===== src/hdl/sbcg_pkg.sv =====
// Shared types, phase codes and the blink pattern table for the status blink code generator.
package sbcg_pkg;

    localparam int StatusW = 3;
    localparam int RepeatW = 8;
    localparam int TickW   = 11;
    localparam int PulseW  = 3;

    typedef enum logic [1:0] {
        PH_IDLE  = 2'd0,
        PH_ON    = 2'd1,
        PH_OFF   = 2'd2,
        PH_PAUSE = 2'd3
    } phase_t;

    typedef enum logic {
        ACT_TICK  = 1'b0,
        ACT_START = 1'b1
    } action_t;

    typedef struct packed {
        logic [PulseW-1:0] pulses;
        logic [TickW-1:0]  on_ms;
        logic [TickW-1:0]  off_ms;
        logic [TickW-1:0]  pause_ms;
    } pattern_t;

    typedef struct packed {
        logic               action;
        logic [StatusW-1:0] status_code;
        logic [RepeatW-1:0] repeat_count;
    } req_item_t;

    typedef struct packed {
        logic led_drive;
        logic busy_res;
    } rsp_item_t;

    // Off codes come back with zero pulses.
    function automatic pattern_t pattern_lookup(input logic [StatusW-1:0] code);
        pattern_t p;
        case (code)
            3'd0:    p = '{3'd1, 11'd100, 11'd100, 11'd500};
            3'd1:    p = '{3'd2, 11'd100, 11'd100, 11'd500};
            3'd2:    p = '{3'd3, 11'd100, 11'd100, 11'd500};
            3'd4:    p = '{3'd2, 11'd200, 11'd200, 11'd1500};
            3'd5:    p = '{3'd3, 11'd200, 11'd200, 11'd1500};
            3'd6:    p = '{3'd4, 11'd200, 11'd200, 11'd1500};
            default: p = '{3'd0, 11'd0, 11'd0, 11'd0};
        endcase
        return p;
    endfunction

endpackage


===== src/hdl/sbcg_if.sv =====
// Valid/ready channel interfaces for request and response items.
interface sbcg_req_if
    import sbcg_pkg::*;
();
    logic               valid;
    logic               ready;
    logic               action;
    logic [StatusW-1:0] status_code;
    logic [RepeatW-1:0] repeat_count;

    modport source (output valid, output action, output status_code, output repeat_count,
                    input ready);
    modport sink   (input valid, input action, input status_code, input repeat_count,
                    output ready);
endinterface

interface sbcg_rsp_if;
    logic valid;
    logic ready;
    logic led_drive;
    logic busy_res;

    modport source (output valid, output led_drive, output busy_res, input ready);
    modport sink   (input valid, input led_drive, input busy_res, output ready);
endinterface


===== src/hdl/sbcg_in_stage.sv =====
// Input register that captures one request item per cycle while it is empty or its item advances.
module sbcg_in_stage
    import sbcg_pkg::*;
(
    input  logic      clk,
    input  logic      rst_n,
    sbcg_req_if.sink  req,
    input  logic      advance,
    output logic      item_valid,
    output req_item_t item
);

    logic      valid_reg;
    logic      valid_next;
    req_item_t item_reg;

    assign req.ready = !valid_reg || advance;

    always_comb
    begin
        valid_next = valid_reg;
        if (req.ready)
        begin
            valid_next = req.valid;
        end
    end

    always_ff @(posedge clk or negedge rst_n)
    begin
        if (!rst_n)
        begin
            valid_reg <= 1'b0;
        end
        else
        begin
            valid_reg <= valid_next;
        end
    end

    always_ff @(posedge clk)
    begin
        if (req.ready && req.valid)
        begin
            item_reg <= '{req.action, req.status_code, req.repeat_count};
        end
    end

    assign item_valid = valid_reg;
    assign item       = item_reg;

endmodule


===== src/hdl/sbcg_core.sv =====
// Blink sequencer state, polarity register and per-item next-state logic.
module sbcg_core
    import sbcg_pkg::*;
(
    input  logic      clk,
    input  logic      rst_n,
    input  logic      wr_en,
    input  logic      wr_data,
    input  logic      step,
    input  req_item_t item,
    output rsp_item_t result
);

    phase_t             phase_reg, phase_next;
    logic [TickW-1:0]   tick_count_reg, tick_count_next;
    logic [PulseW-1:0]  pulses_done_reg, pulses_done_next;
    logic [RepeatW-1:0] repeats_left_reg, repeats_left_next;
    logic [StatusW-1:0] current_status_reg, current_status_next;
    logic               led_lit_reg, led_lit_next;
    logic               active_low_reg;

    pattern_t           pat;
    pattern_t           start_pat;
    logic [TickW-1:0]   tick_inc;
    logic [PulseW-1:0]  pulses_inc;

    assign pat        = pattern_lookup(current_status_reg);
    assign start_pat  = pattern_lookup(item.status_code);
    assign tick_inc   = tick_count_reg + 1'b1;
    assign pulses_inc = pulses_done_reg + 1'b1;

    // Next state
    always_comb
    begin
        phase_next          = phase_reg;
        tick_count_next     = tick_count_reg;
        pulses_done_next    = pulses_done_reg;
        repeats_left_next   = repeats_left_reg;
        current_status_next = current_status_reg;
        led_lit_next        = led_lit_reg;
        if (step)
        begin
            if (item.action == ACT_START)
            begin
                current_status_next = item.status_code;
                tick_count_next     = '0;
                pulses_done_next    = '0;
                if (start_pat.pulses == '0 || item.repeat_count == '0)
                begin
                    phase_next        = PH_IDLE;
                    repeats_left_next = '0;
                    led_lit_next      = 1'b0;
                end
                else
                begin
                    phase_next        = PH_ON;
                    repeats_left_next = item.repeat_count;
                    led_lit_next      = 1'b1;
                end
            end
            else
            begin
                case (phase_reg)
                    PH_ON:
                    begin
                        tick_count_next = tick_inc;
                        if (tick_inc >= pat.on_ms)
                        begin
                            led_lit_next    = 1'b0;
                            phase_next      = PH_OFF;
                            tick_count_next = '0;
                        end
                    end
                    PH_OFF:
                    begin
                        tick_count_next = tick_inc;
                        if (tick_inc >= pat.off_ms)
                        begin
                            tick_count_next  = '0;
                            pulses_done_next = pulses_inc;
                            if (pulses_inc >= pat.pulses)
                            begin
                                phase_next = PH_PAUSE;
                            end
                            else
                            begin
                                phase_next   = PH_ON;
                                led_lit_next = 1'b1;
                            end
                        end
                    end
                    PH_PAUSE:
                    begin
                        tick_count_next = tick_inc;
                        if (tick_inc >= pat.pause_ms)
                        begin
                            tick_count_next   = '0;
                            pulses_done_next  = '0;
                            repeats_left_next = repeats_left_reg - 1'b1;
                            if (repeats_left_reg == 8'd1)
                            begin
                                phase_next   = PH_IDLE;
                                led_lit_next = 1'b0;
                            end
                            else
                            begin
                                phase_next   = PH_ON;
                                led_lit_next = 1'b1;
                            end
                        end
                    end
                    default:
                    begin
                        phase_next = phase_reg;
                    end
                endcase
            end
        end
    end

    // Outputs
    always_comb
    begin
        result.led_drive = led_lit_next ^ active_low_reg;
        result.busy_res  = (phase_next != PH_IDLE);
    end

    always_ff @(posedge clk or negedge rst_n)
    begin
        if (!rst_n)
        begin
            phase_reg          <= PH_IDLE;
            tick_count_reg     <= '0;
            pulses_done_reg    <= '0;
            repeats_left_reg   <= '0;
            current_status_reg <= '0;
            led_lit_reg        <= 1'b0;
            active_low_reg     <= 1'b1;
        end
        else
        begin
            phase_reg          <= phase_next;
            tick_count_reg     <= tick_count_next;
            pulses_done_reg    <= pulses_done_next;
            repeats_left_reg   <= repeats_left_next;
            current_status_reg <= current_status_next;
            led_lit_reg        <= led_lit_next;
            if (wr_en)
            begin
                active_low_reg <= wr_data;
            end
        end
    end

`ifndef SYNTHESIS
    a_lit_only_on: assert property (@(posedge clk) disable iff (!rst_n)
        led_lit_reg == (phase_reg == PH_ON))
        else $error("led lit state disagrees with phase");

    a_busy_has_repeats: assert property (@(posedge clk) disable iff (!rst_n)
        (phase_reg != PH_IDLE) |-> (repeats_left_reg != '0))
        else $error("running sequence with no repeats left");

    a_on_below_limit: assert property (@(posedge clk) disable iff (!rst_n)
        (phase_reg == PH_ON) |-> (tick_count_reg < pat.on_ms))
        else $error("on phase ran past its on time");

    a_pulses_in_burst: assert property (@(posedge clk) disable iff (!rst_n)
        (phase_reg == PH_ON || phase_reg == PH_OFF) |-> (pulses_done_reg < pat.pulses))
        else $error("burst ran past its pulse count");

    a_idle_tick_holds: assert property (@(posedge clk) disable iff (!rst_n)
        (step && item.action == ACT_TICK && phase_reg == PH_IDLE)
        |=> (phase_reg == PH_IDLE && $stable(tick_count_reg)))
        else $error("tick changed state while idle");
`endif

endmodule


===== src/hdl/sbcg_out_stage.sv =====
// Result register that holds one response item until the sink takes it.
module sbcg_out_stage
    import sbcg_pkg::*;
(
    input  logic      clk,
    input  logic      rst_n,
    input  logic      load,
    input  rsp_item_t result,
    output logic      can_load,
    sbcg_rsp_if.source rsp
);

    logic      valid_reg;
    logic      valid_next;
    rsp_item_t result_reg;

    assign can_load = !valid_reg || rsp.ready;

    always_comb
    begin
        valid_next = valid_reg;
        if (can_load)
        begin
            valid_next = load;
        end
    end

    always_ff @(posedge clk or negedge rst_n)
    begin
        if (!rst_n)
        begin
            valid_reg <= 1'b0;
        end
        else
        begin
            valid_reg <= valid_next;
        end
    end

    always_ff @(posedge clk)
    begin
        if (can_load && load)
        begin
            result_reg <= result;
        end
    end

    assign rsp.valid     = valid_reg;
    assign rsp.led_drive = result_reg.led_drive;
    assign rsp.busy_res  = result_reg.busy_res;

endmodule


===== src/hdl/status_blink_code_generator_unit.sv =====
// Top level of the status LED blink code generator.
// Takes one item per clock while results are taken: a start item loads a status pattern and
// repeat count, a tick item advances the running sequence by one millisecond, and each item
// returns one result with the LED pin level and a busy flag. An accepted item passes through the
// input register, then the result register; the sequencer state updates as it moves from the
// input register into the result register, so throughput is one item per cycle whenever the
// sink keeps taking results. Write active_low only while no item is in flight.
module status_blink_code_generator_unit
    import sbcg_pkg::*;
(
    input  logic       clk,
    input  logic       rst_n,
    input  logic       wr_en,
    input  logic       wr_data,
    sbcg_req_if.sink   req,
    sbcg_rsp_if.source rsp
);

    logic      item_valid;
    req_item_t item;
    logic      can_load;
    logic      step;
    rsp_item_t result;

    // Move an item into the result register only when that register frees up.
    assign step = item_valid && can_load;

    sbcg_in_stage u_in_stage (
        .clk        (clk),
        .rst_n      (rst_n),
        .req        (req),
        .advance    (can_load),
        .item_valid (item_valid),
        .item       (item)
    );

    sbcg_core u_core (
        .clk     (clk),
        .rst_n   (rst_n),
        .wr_en   (wr_en),
        .wr_data (wr_data),
        .step    (step),
        .item    (item),
        .result  (result)
    );

    sbcg_out_stage u_out_stage (
        .clk      (clk),
        .rst_n    (rst_n),
        .load     (item_valid),
        .result   (result),
        .can_load (can_load),
        .rsp      (rsp)
    );

endmodule

===== src/flat_wrapper.sv =====
// flat-port wrapper written by rule: the top's interface ports become plain ports
module status_blink_code_generator_unit_flat import sbcg_pkg::*;
  (clk, rst_n, wr_en, wr_data, req_valid, req_action, req_status_code, req_repeat_count, req_ready, rsp_valid, rsp_led_drive, rsp_busy_res, rsp_ready);
  sbcg_req_if req_i ();
  sbcg_rsp_if rsp_i ();
  input  logic clk;
  input  logic rst_n;
  input  logic wr_en;
  input  logic wr_data;
  input wire logic [$bits(req_i.valid)-1:0] req_valid;
  input wire logic [$bits(req_i.action)-1:0] req_action;
  input wire logic [$bits(req_i.status_code)-1:0] req_status_code;
  input wire logic [$bits(req_i.repeat_count)-1:0] req_repeat_count;
  output wire logic [$bits(req_i.ready)-1:0] req_ready;
  output wire logic [$bits(rsp_i.valid)-1:0] rsp_valid;
  output wire logic [$bits(rsp_i.led_drive)-1:0] rsp_led_drive;
  output wire logic [$bits(rsp_i.busy_res)-1:0] rsp_busy_res;
  input wire logic [$bits(rsp_i.ready)-1:0] rsp_ready;
  assign req_i.valid = req_valid;
  assign req_i.action = req_action;
  assign req_i.status_code = req_status_code;
  assign req_i.repeat_count = req_repeat_count;
  assign req_ready = req_i.ready;
  assign rsp_valid = rsp_i.valid;
  assign rsp_led_drive = rsp_i.led_drive;
  assign rsp_busy_res = rsp_i.busy_res;
  assign rsp_i.ready = rsp_ready;
  status_blink_code_generator_unit u_core (.clk(clk), .rst_n(rst_n), .wr_en(wr_en), .wr_data(wr_data), .req(req_i), .rsp(rsp_i));
endmodule

===== config.mk =====
export PLATFORM = sky130hd
export DESIGN_NAME = status_blink_code_generator_unit_flat
export DESIGN_NICKNAME = d
export VERILOG_FILES = /design/src/hdl/sbcg_pkg.sv /design/src/hdl/sbcg_if.sv /design/src/hdl/sbcg_in_stage.sv /design/src/hdl/sbcg_core.sv /design/src/hdl/sbcg_out_stage.sv /design/src/hdl/status_blink_code_generator_unit.sv /design/src/flat_wrapper.sv
export SDC_FILE = /design/constraint.sdc
export NUM_CORES = 1
export LEC_CHECK = 0
export BUFFER_PORTS_ARGS = -buffer_cell sky130_fd_sc_hd__buf_2
export CAP_MARGIN = 20
export CORE_UTILIZATION = 55
export DETAILED_ROUTE_END_ITERATION = 16
export PLACE_DENSITY = 0.81
export SETUP_SLACK_MARGIN = 0.15
export SLEW_MARGIN = 20
export SYNTH_ARGS = -nofsm -noshare
export SYNTH_HDL_FRONTEND = slang
export SYNTH_SLANG_ARGS = --single-unit

===== constraint.sdc =====
create_clock -name clk -period 4.4 [get_ports clk]
set_clock_uncertainty 0.05 [all_clocks]
set_input_delay 0.88 -clock clk [delete_from_list [all_inputs] [get_ports clk]]
set_output_delay 0.88 -clock clk [all_outputs]
set_load 0.05 [all_outputs]

* Word level (Yosys, flattened, before mapping)
Index checks and enable logic that the tools add are counted.
Storage, ports and cells: register bits after elaboration 45, input bits 18, output and inout port bits 4, word-level logic and storage cells 91
Operators by class: reductions and logical operators 20, $lt $le $gt $ge 4, bitwise gates (word level) 1, mux-type cells 33, $add $sub $neg 3, eq/ne operators 16
Operators with widths (count):
- $pmux 36 s6 | 2
- $mux 11 | 4
- $ge 11x11->1 | 3
- $pmux 11 s3 | 1
- $mux 8 | 4
- $eq 3x3->1 const B | 6
- $mux 2 | 6
- $add 11x1->11 const B | 1
- $mux 1 | 10
- $logic_not 3->1 | 3
- $mux 3 | 3
- $eq 8x1->1 const B | 1
- $logic_not 8->1 | 1
- $sub 8x1->8 const B | 1
- $eq 3x1->1 const B | 2
- $eq 3x2->1 const B | 2
- $ne 3x2->1 const B | 2
- $pmux 2 s3 | 1
- $pmux 3 s2 | 1
- $reduce_bool 2->1 | 3
- $eq 2x2->1 const B | 2
- $reduce_and 2->1 | 2
- $reduce_and 4->1 | 1
- $reduce_bool 4->1 | 1
- 10 further kinds | 14

* Longest topological paths before layout
depth after elaboration 9, mapped depth 14, gate-level depth less buffers 12

* Modules after synthesis
From an unflattened synthesis, not the netlist that was laid out.
Second synthesis, totals: cells, all modules 281, area total of the unflattened synthesis 2830.2 sq um
Modules (own cells, without submodules):
- sbcg_core | cells an instance 258, times used 1, area an instance 2296.0 sq um, sequential area each 726.9 sq um
- sbcg_in_stage | cells an instance 16, times used 1, area an instance 414.1 sq um, sequential area each 385.4 sq um
- sbcg_out_stage | cells an instance 6, times used 1, area an instance 113.9 sq um, sequential area each 85.1 sq um
- status_blink_code_generator_unit | cells an instance 1, times used 1, area an instance 6.3 sq um, sequential area each 0.0 sq um

* Worst setup path before layout
No wires, ideal clock.
path type reg2reg, from register u_core.u_core.tick_count_reg[0], to register u_core.u_core.repeats_left_reg[4], setup time 0.126 ns, period minus slack after synthesis 3.086 ns, data required time 4.224 ns, setup slack 1.314 ns, path buffers 2, stages on the path, launching flop included 15, arrival 2.910 ns, cell sequence dfrtp_1 > ha_1 > buf_4 > nand3_1 > o21a_1 > or2_2 > ha_1 > nand2_1 > o21ai_0 > nor3_2 > a211o_1 > buf_2 > or4_1 > nand3_1 > o21ai_1
On the way: longest elaborated chain between the ends 4
Ends and longest elaborated chain:
- from (decl) | line sbcg_core.sv:15 | logic [TickW-1:0] tick_count_reg, tick_count_next;
- from (signal assigned) | line sbcg_core.sv:143 | tick_count_reg <= tick_count_next;
- $add 11x1->11 | line sbcg_core.sv:29 | assign tick_inc = tick_count_reg + 1'b1;
- $ge 11x11->1 | line sbcg_core.sv:95 | if (tick_inc >= pat.pause_ms)
- $reduce_bool 2->1 (no source line)
- $reduce_and 3->1 (no source line)
- to (signal assigned) | line sbcg_core.sv:145 | repeats_left_reg <= repeats_left_next;
- to (decl) | line sbcg_core.sv:17 | logic [RepeatW-1:0] repeats_left_reg, repeats_left_next;
No other way between the ends. A chain may end at the register's enable or synchronous reset.

* Worst setup path after layout
from register u_core.u_core.tick_count_reg[0], to register u_core.u_core.tick_count_reg[7]
On the way: longest elaborated chain between the ends 5, elaborated cells on any way between the ends 9, those cells by class add/sub (1); order compare (3); mux (5)
Ends and longest elaborated chain:
- $add 11x1->11 * | line sbcg_core.sv:29
- $ge 11x11->1 (on tied branches) | line sbcg_core.sv:95, sbcg_core.sv:67, sbcg_core.sv:77
- $mux 11 (on tied branches) | line sbcg_core.sv:95, sbcg_core.sv:67, sbcg_core.sv:77
- $pmux 11 s3 * | line sbcg_core.sv:63 | case (phase_reg)
- $mux 11 * | line sbcg_core.sv:43 | if (item.action == ACT_START)
Every way passes the cells marked *; elsewhere a longest branch is shown, timed or not.

==> metrics.cfg <==
[finish]
diodes = 0
final_cell_mix = dfrtp_1, nand2_1, buf_2
ff_latch_area_sq_mm = 0.00120
area_delta_synth_final_pct = 7.50
largest_reg_flops = 12
finalNonFillerCells = 354
final_nets = 321
multi_input_area_sq_mm = 0.00148
final_common_cell = dfrtp_1
final_layout_size_suffix_gt1_frac = 0.199
fillers = 393

[synthesis]
syn-num-nets = 305
synth_area_leaders = dfrtp_1, edfxtp_1, ha_1, nand2_1, a21oi_1
synth_compound_area_frac = 0.196
syn-mean-instance-area_sq_um = 10.3
synth_area_sq_mm = 0.00279
synth_top_cell_area_share = 0.269
synth_edf_count = 14
synth_ff_type = dfrtp_1
synth-xor-area-share = 0.0346
synth.distinct_cells = 66
yosysTopAreaCell = dfrtp_1
synthAdderAreaFrac = 0.0763
ys_seq_area_frac = 0.430
synthSimpleGateAreaFrac = 0.191
synthArstFlopShare = 0.689
synthMuxAreaShare = 0.0341
synth_top_family_by_area = compound AO/OA/AOI/OAI gates
syn_inst = 270
yosys_warnings = 0
ys_seq_elements = 45

[die]
initial_core_util = 0.582
die-height_microns = 73.2
io_pins = 22
fp-row-count = 25
die_w_microns = 73.2
core-area_sq_mm = 0.00479
die-area_sq_mm = 0.00536

[grt]
grt_max_degree = 32
grt_pass1_wl_microns = 8940
grt_use_total = 0.220
overflow = 0
grt_pass1_vias = 2094
grt_antenna_before_repair = 0

[clocking]
postCtsSetupRepairBufs = 0
root_buffer = clkbuf_8
cts_buffer_depth = 2
cts_tree = yes
numClockSinks = 45
clk_pin_slew_ns = 0.09
htreeDepth = 2
cts_hold_buffers = 0
ctsResizeCount = 0
numCtsBuffers = 5
clk_latency_ns = 0.29

[route]
dr.pass1.iters = 4
wire_per_inst_microns = 15.0
route.detailed.vias_per_inst = 6.02
ant_nets = 0
num_vias = 2130
drc_errors = 0
wirelength_microns = 5290
drt_iter0_drc = 120

[sta]
rsz0062_at_grt = no
max-slew-margin-rel = 0.366
fmax_mhz = 286
tns_ns = 0
drv_slew = 0
finalCritPeriodShare = 0.794
finalHoldViolCount = 0
setup_violations = 0
period_needed_ns = 3.49
worst_pin_slew_ns = 0.948

[setup_path]
slowest_delay_ns = 0.58
path_buf_inv = 0
crit_type = reg -> reg
cp_cell_sequence = ha_1, nand3_1, o21a_1, or2_2, ha_1, a211oi_1, o21ai_0, nor3_2, a21oi_1, o32ai_4, a31oi_1, mux2i_1
endpoint_kind = register
path_max_fanout = 13
start_kind = register
cp_common_cell = ha_1
crit_slowest_cell = o32ai_4
critPathArrivalTime_ns = 3.66
required_ns = 4.57
crit_family = compound AO/OA/AOI/OAI gates

[placed_design]
gp_congestion = 0.859
portBuffers = 21
placed_cells = 346
dp_hpwl_microns = 3920

[outcome]
outcome = finished clean

[hold_path]
hp-class = reg -> reg

[power]
power_density_mw_per_mm2 = 412
p_leak_nw = 1.24
max-vdd-ir-drop_uv = 330

[flow_run]
cap_violations = 0

final cells by class:
| cell class | count | area share |
|---|---|---|
| clock buffer | 5 | 0.0230 |
| clock inverter | 3 | 0.00585 |
| inverter | 11 | 0.0138 |
| multi-input combinational | 202 | 0.495 |
| sequential | 45 | 0.400 |
| tap | 67 | 0.0280 |
| timing repair buffer | 21 | 0.0351 |
per-layer routing:
metal | up-vias | global-route usage | share of wire
met1 | 1014 | 0.248 | 0.42
met2 | 69 | 0.418 | 0.53
met5 | - | 0 | 0
li1 | 1045 | - | -
met3 | 2 | 0.0414 | 0.045
met4 | 0 | 0.0632 | 0.0060
kinds of logic (layout without fill, tap and decap cells):
| group | count (synthesis) | in the layout |
|---|---|---|
| multiplexers | 9 | 9 |
| buffers and inverters | 23 | 40 |
| AO/OA/AOI/OAI | 72 | 72 |
| flip-flops | 45 | 45 |
| adder cells (fa/ha/maj) | 17 | 17 |
| XOR/XNOR | 11 | 11 |
| AND/OR/NAND/NOR | 93 | 93 |
where the power goes:
part | switching [mW] | total, mW | internal (mW)
Clock | 0.134 | 0.244 | 0.110
Sequential | 0.0721 | 0.573 | 0.501
Combinational | 0.244 | 0.417 | 0.173
synth_stat cells (4+ instances only):
cell type and number:
inv_1 9, o21ai_0 9, ha_1 17, dfrtp_1 30
nand3_1 10, a21oi_1 16, xor2_1 8, clkbuf_1 5
a31oi_1 4, nor4_1 4, nor3_1 7, edfxtp_1 14
a32o_1 4, nand3b_1 4, mux2_2 4, nand2b_1 6
nand2_1 27, nor2_1 16, mux2i_1 5
through the flow:
| step | cell area, sq um | util | hold slack (ns) | setup slack (ns) | total power [mW] |
|---|---|---|---|---|---|
| 5_1_grt | 3000 | 0.626 | 0.454 | 0.430 | 1.32 |
| 3_5_place_dp | 2910 | 0.608 | 0.424 | 0.918 | 0.995 |
| 4_1_cts | 3000 | 0.626 | 0.442 | 0.898 | 1.24 |
| 3_3_place_gp | 2910 | 0.608 | 0.412 | 1.07 | 0.976 |
| 6_report | 3000 | 0.626 | 0.435 | 0.905 | 1.23 |
| 2_1_floorplan | 2790 | - | 0.405 | 1.31 | 0.908 |
path summary, 6_finish.rpt:
check	cells past startpoint	slack (ns)	endpoint	from
worst min-delay path	1	0.43	u_core.u_core.current_status_reg[2]$_DFFE_PN0P_	u_core.u_in_stage.item[10]$_DFFE_PP_
worst min register to register	1	0.43	u_core.u_core.current_status_reg[2]$_DFFE_PN0P_	u_core.u_in_stage.item[10]$_DFFE_PP_
min in group asynchronous	1	0.58	u_core.u_core.tick_count_reg[7]$_DFFE_PN0P_	rst_n
worst max-delay path	12	0.91	u_core.u_core.tick_count_reg[7]$_DFFE_PN0P_	u_core.u_core.tick_count_reg[0]$_DFFE_PN0P_
worst max register to register	12	0.91	u_core.u_core.tick_count_reg[7]$_DFFE_PN0P_	u_core.u_core.tick_count_reg[0]$_DFFE_PN0P_
max in group asynchronous	1	3.26	u_core.u_core.pulses_done_reg[1]$_DFFE_PN0P_	rst_n
No activity file was read; power rests on OpenSTA's default activity.
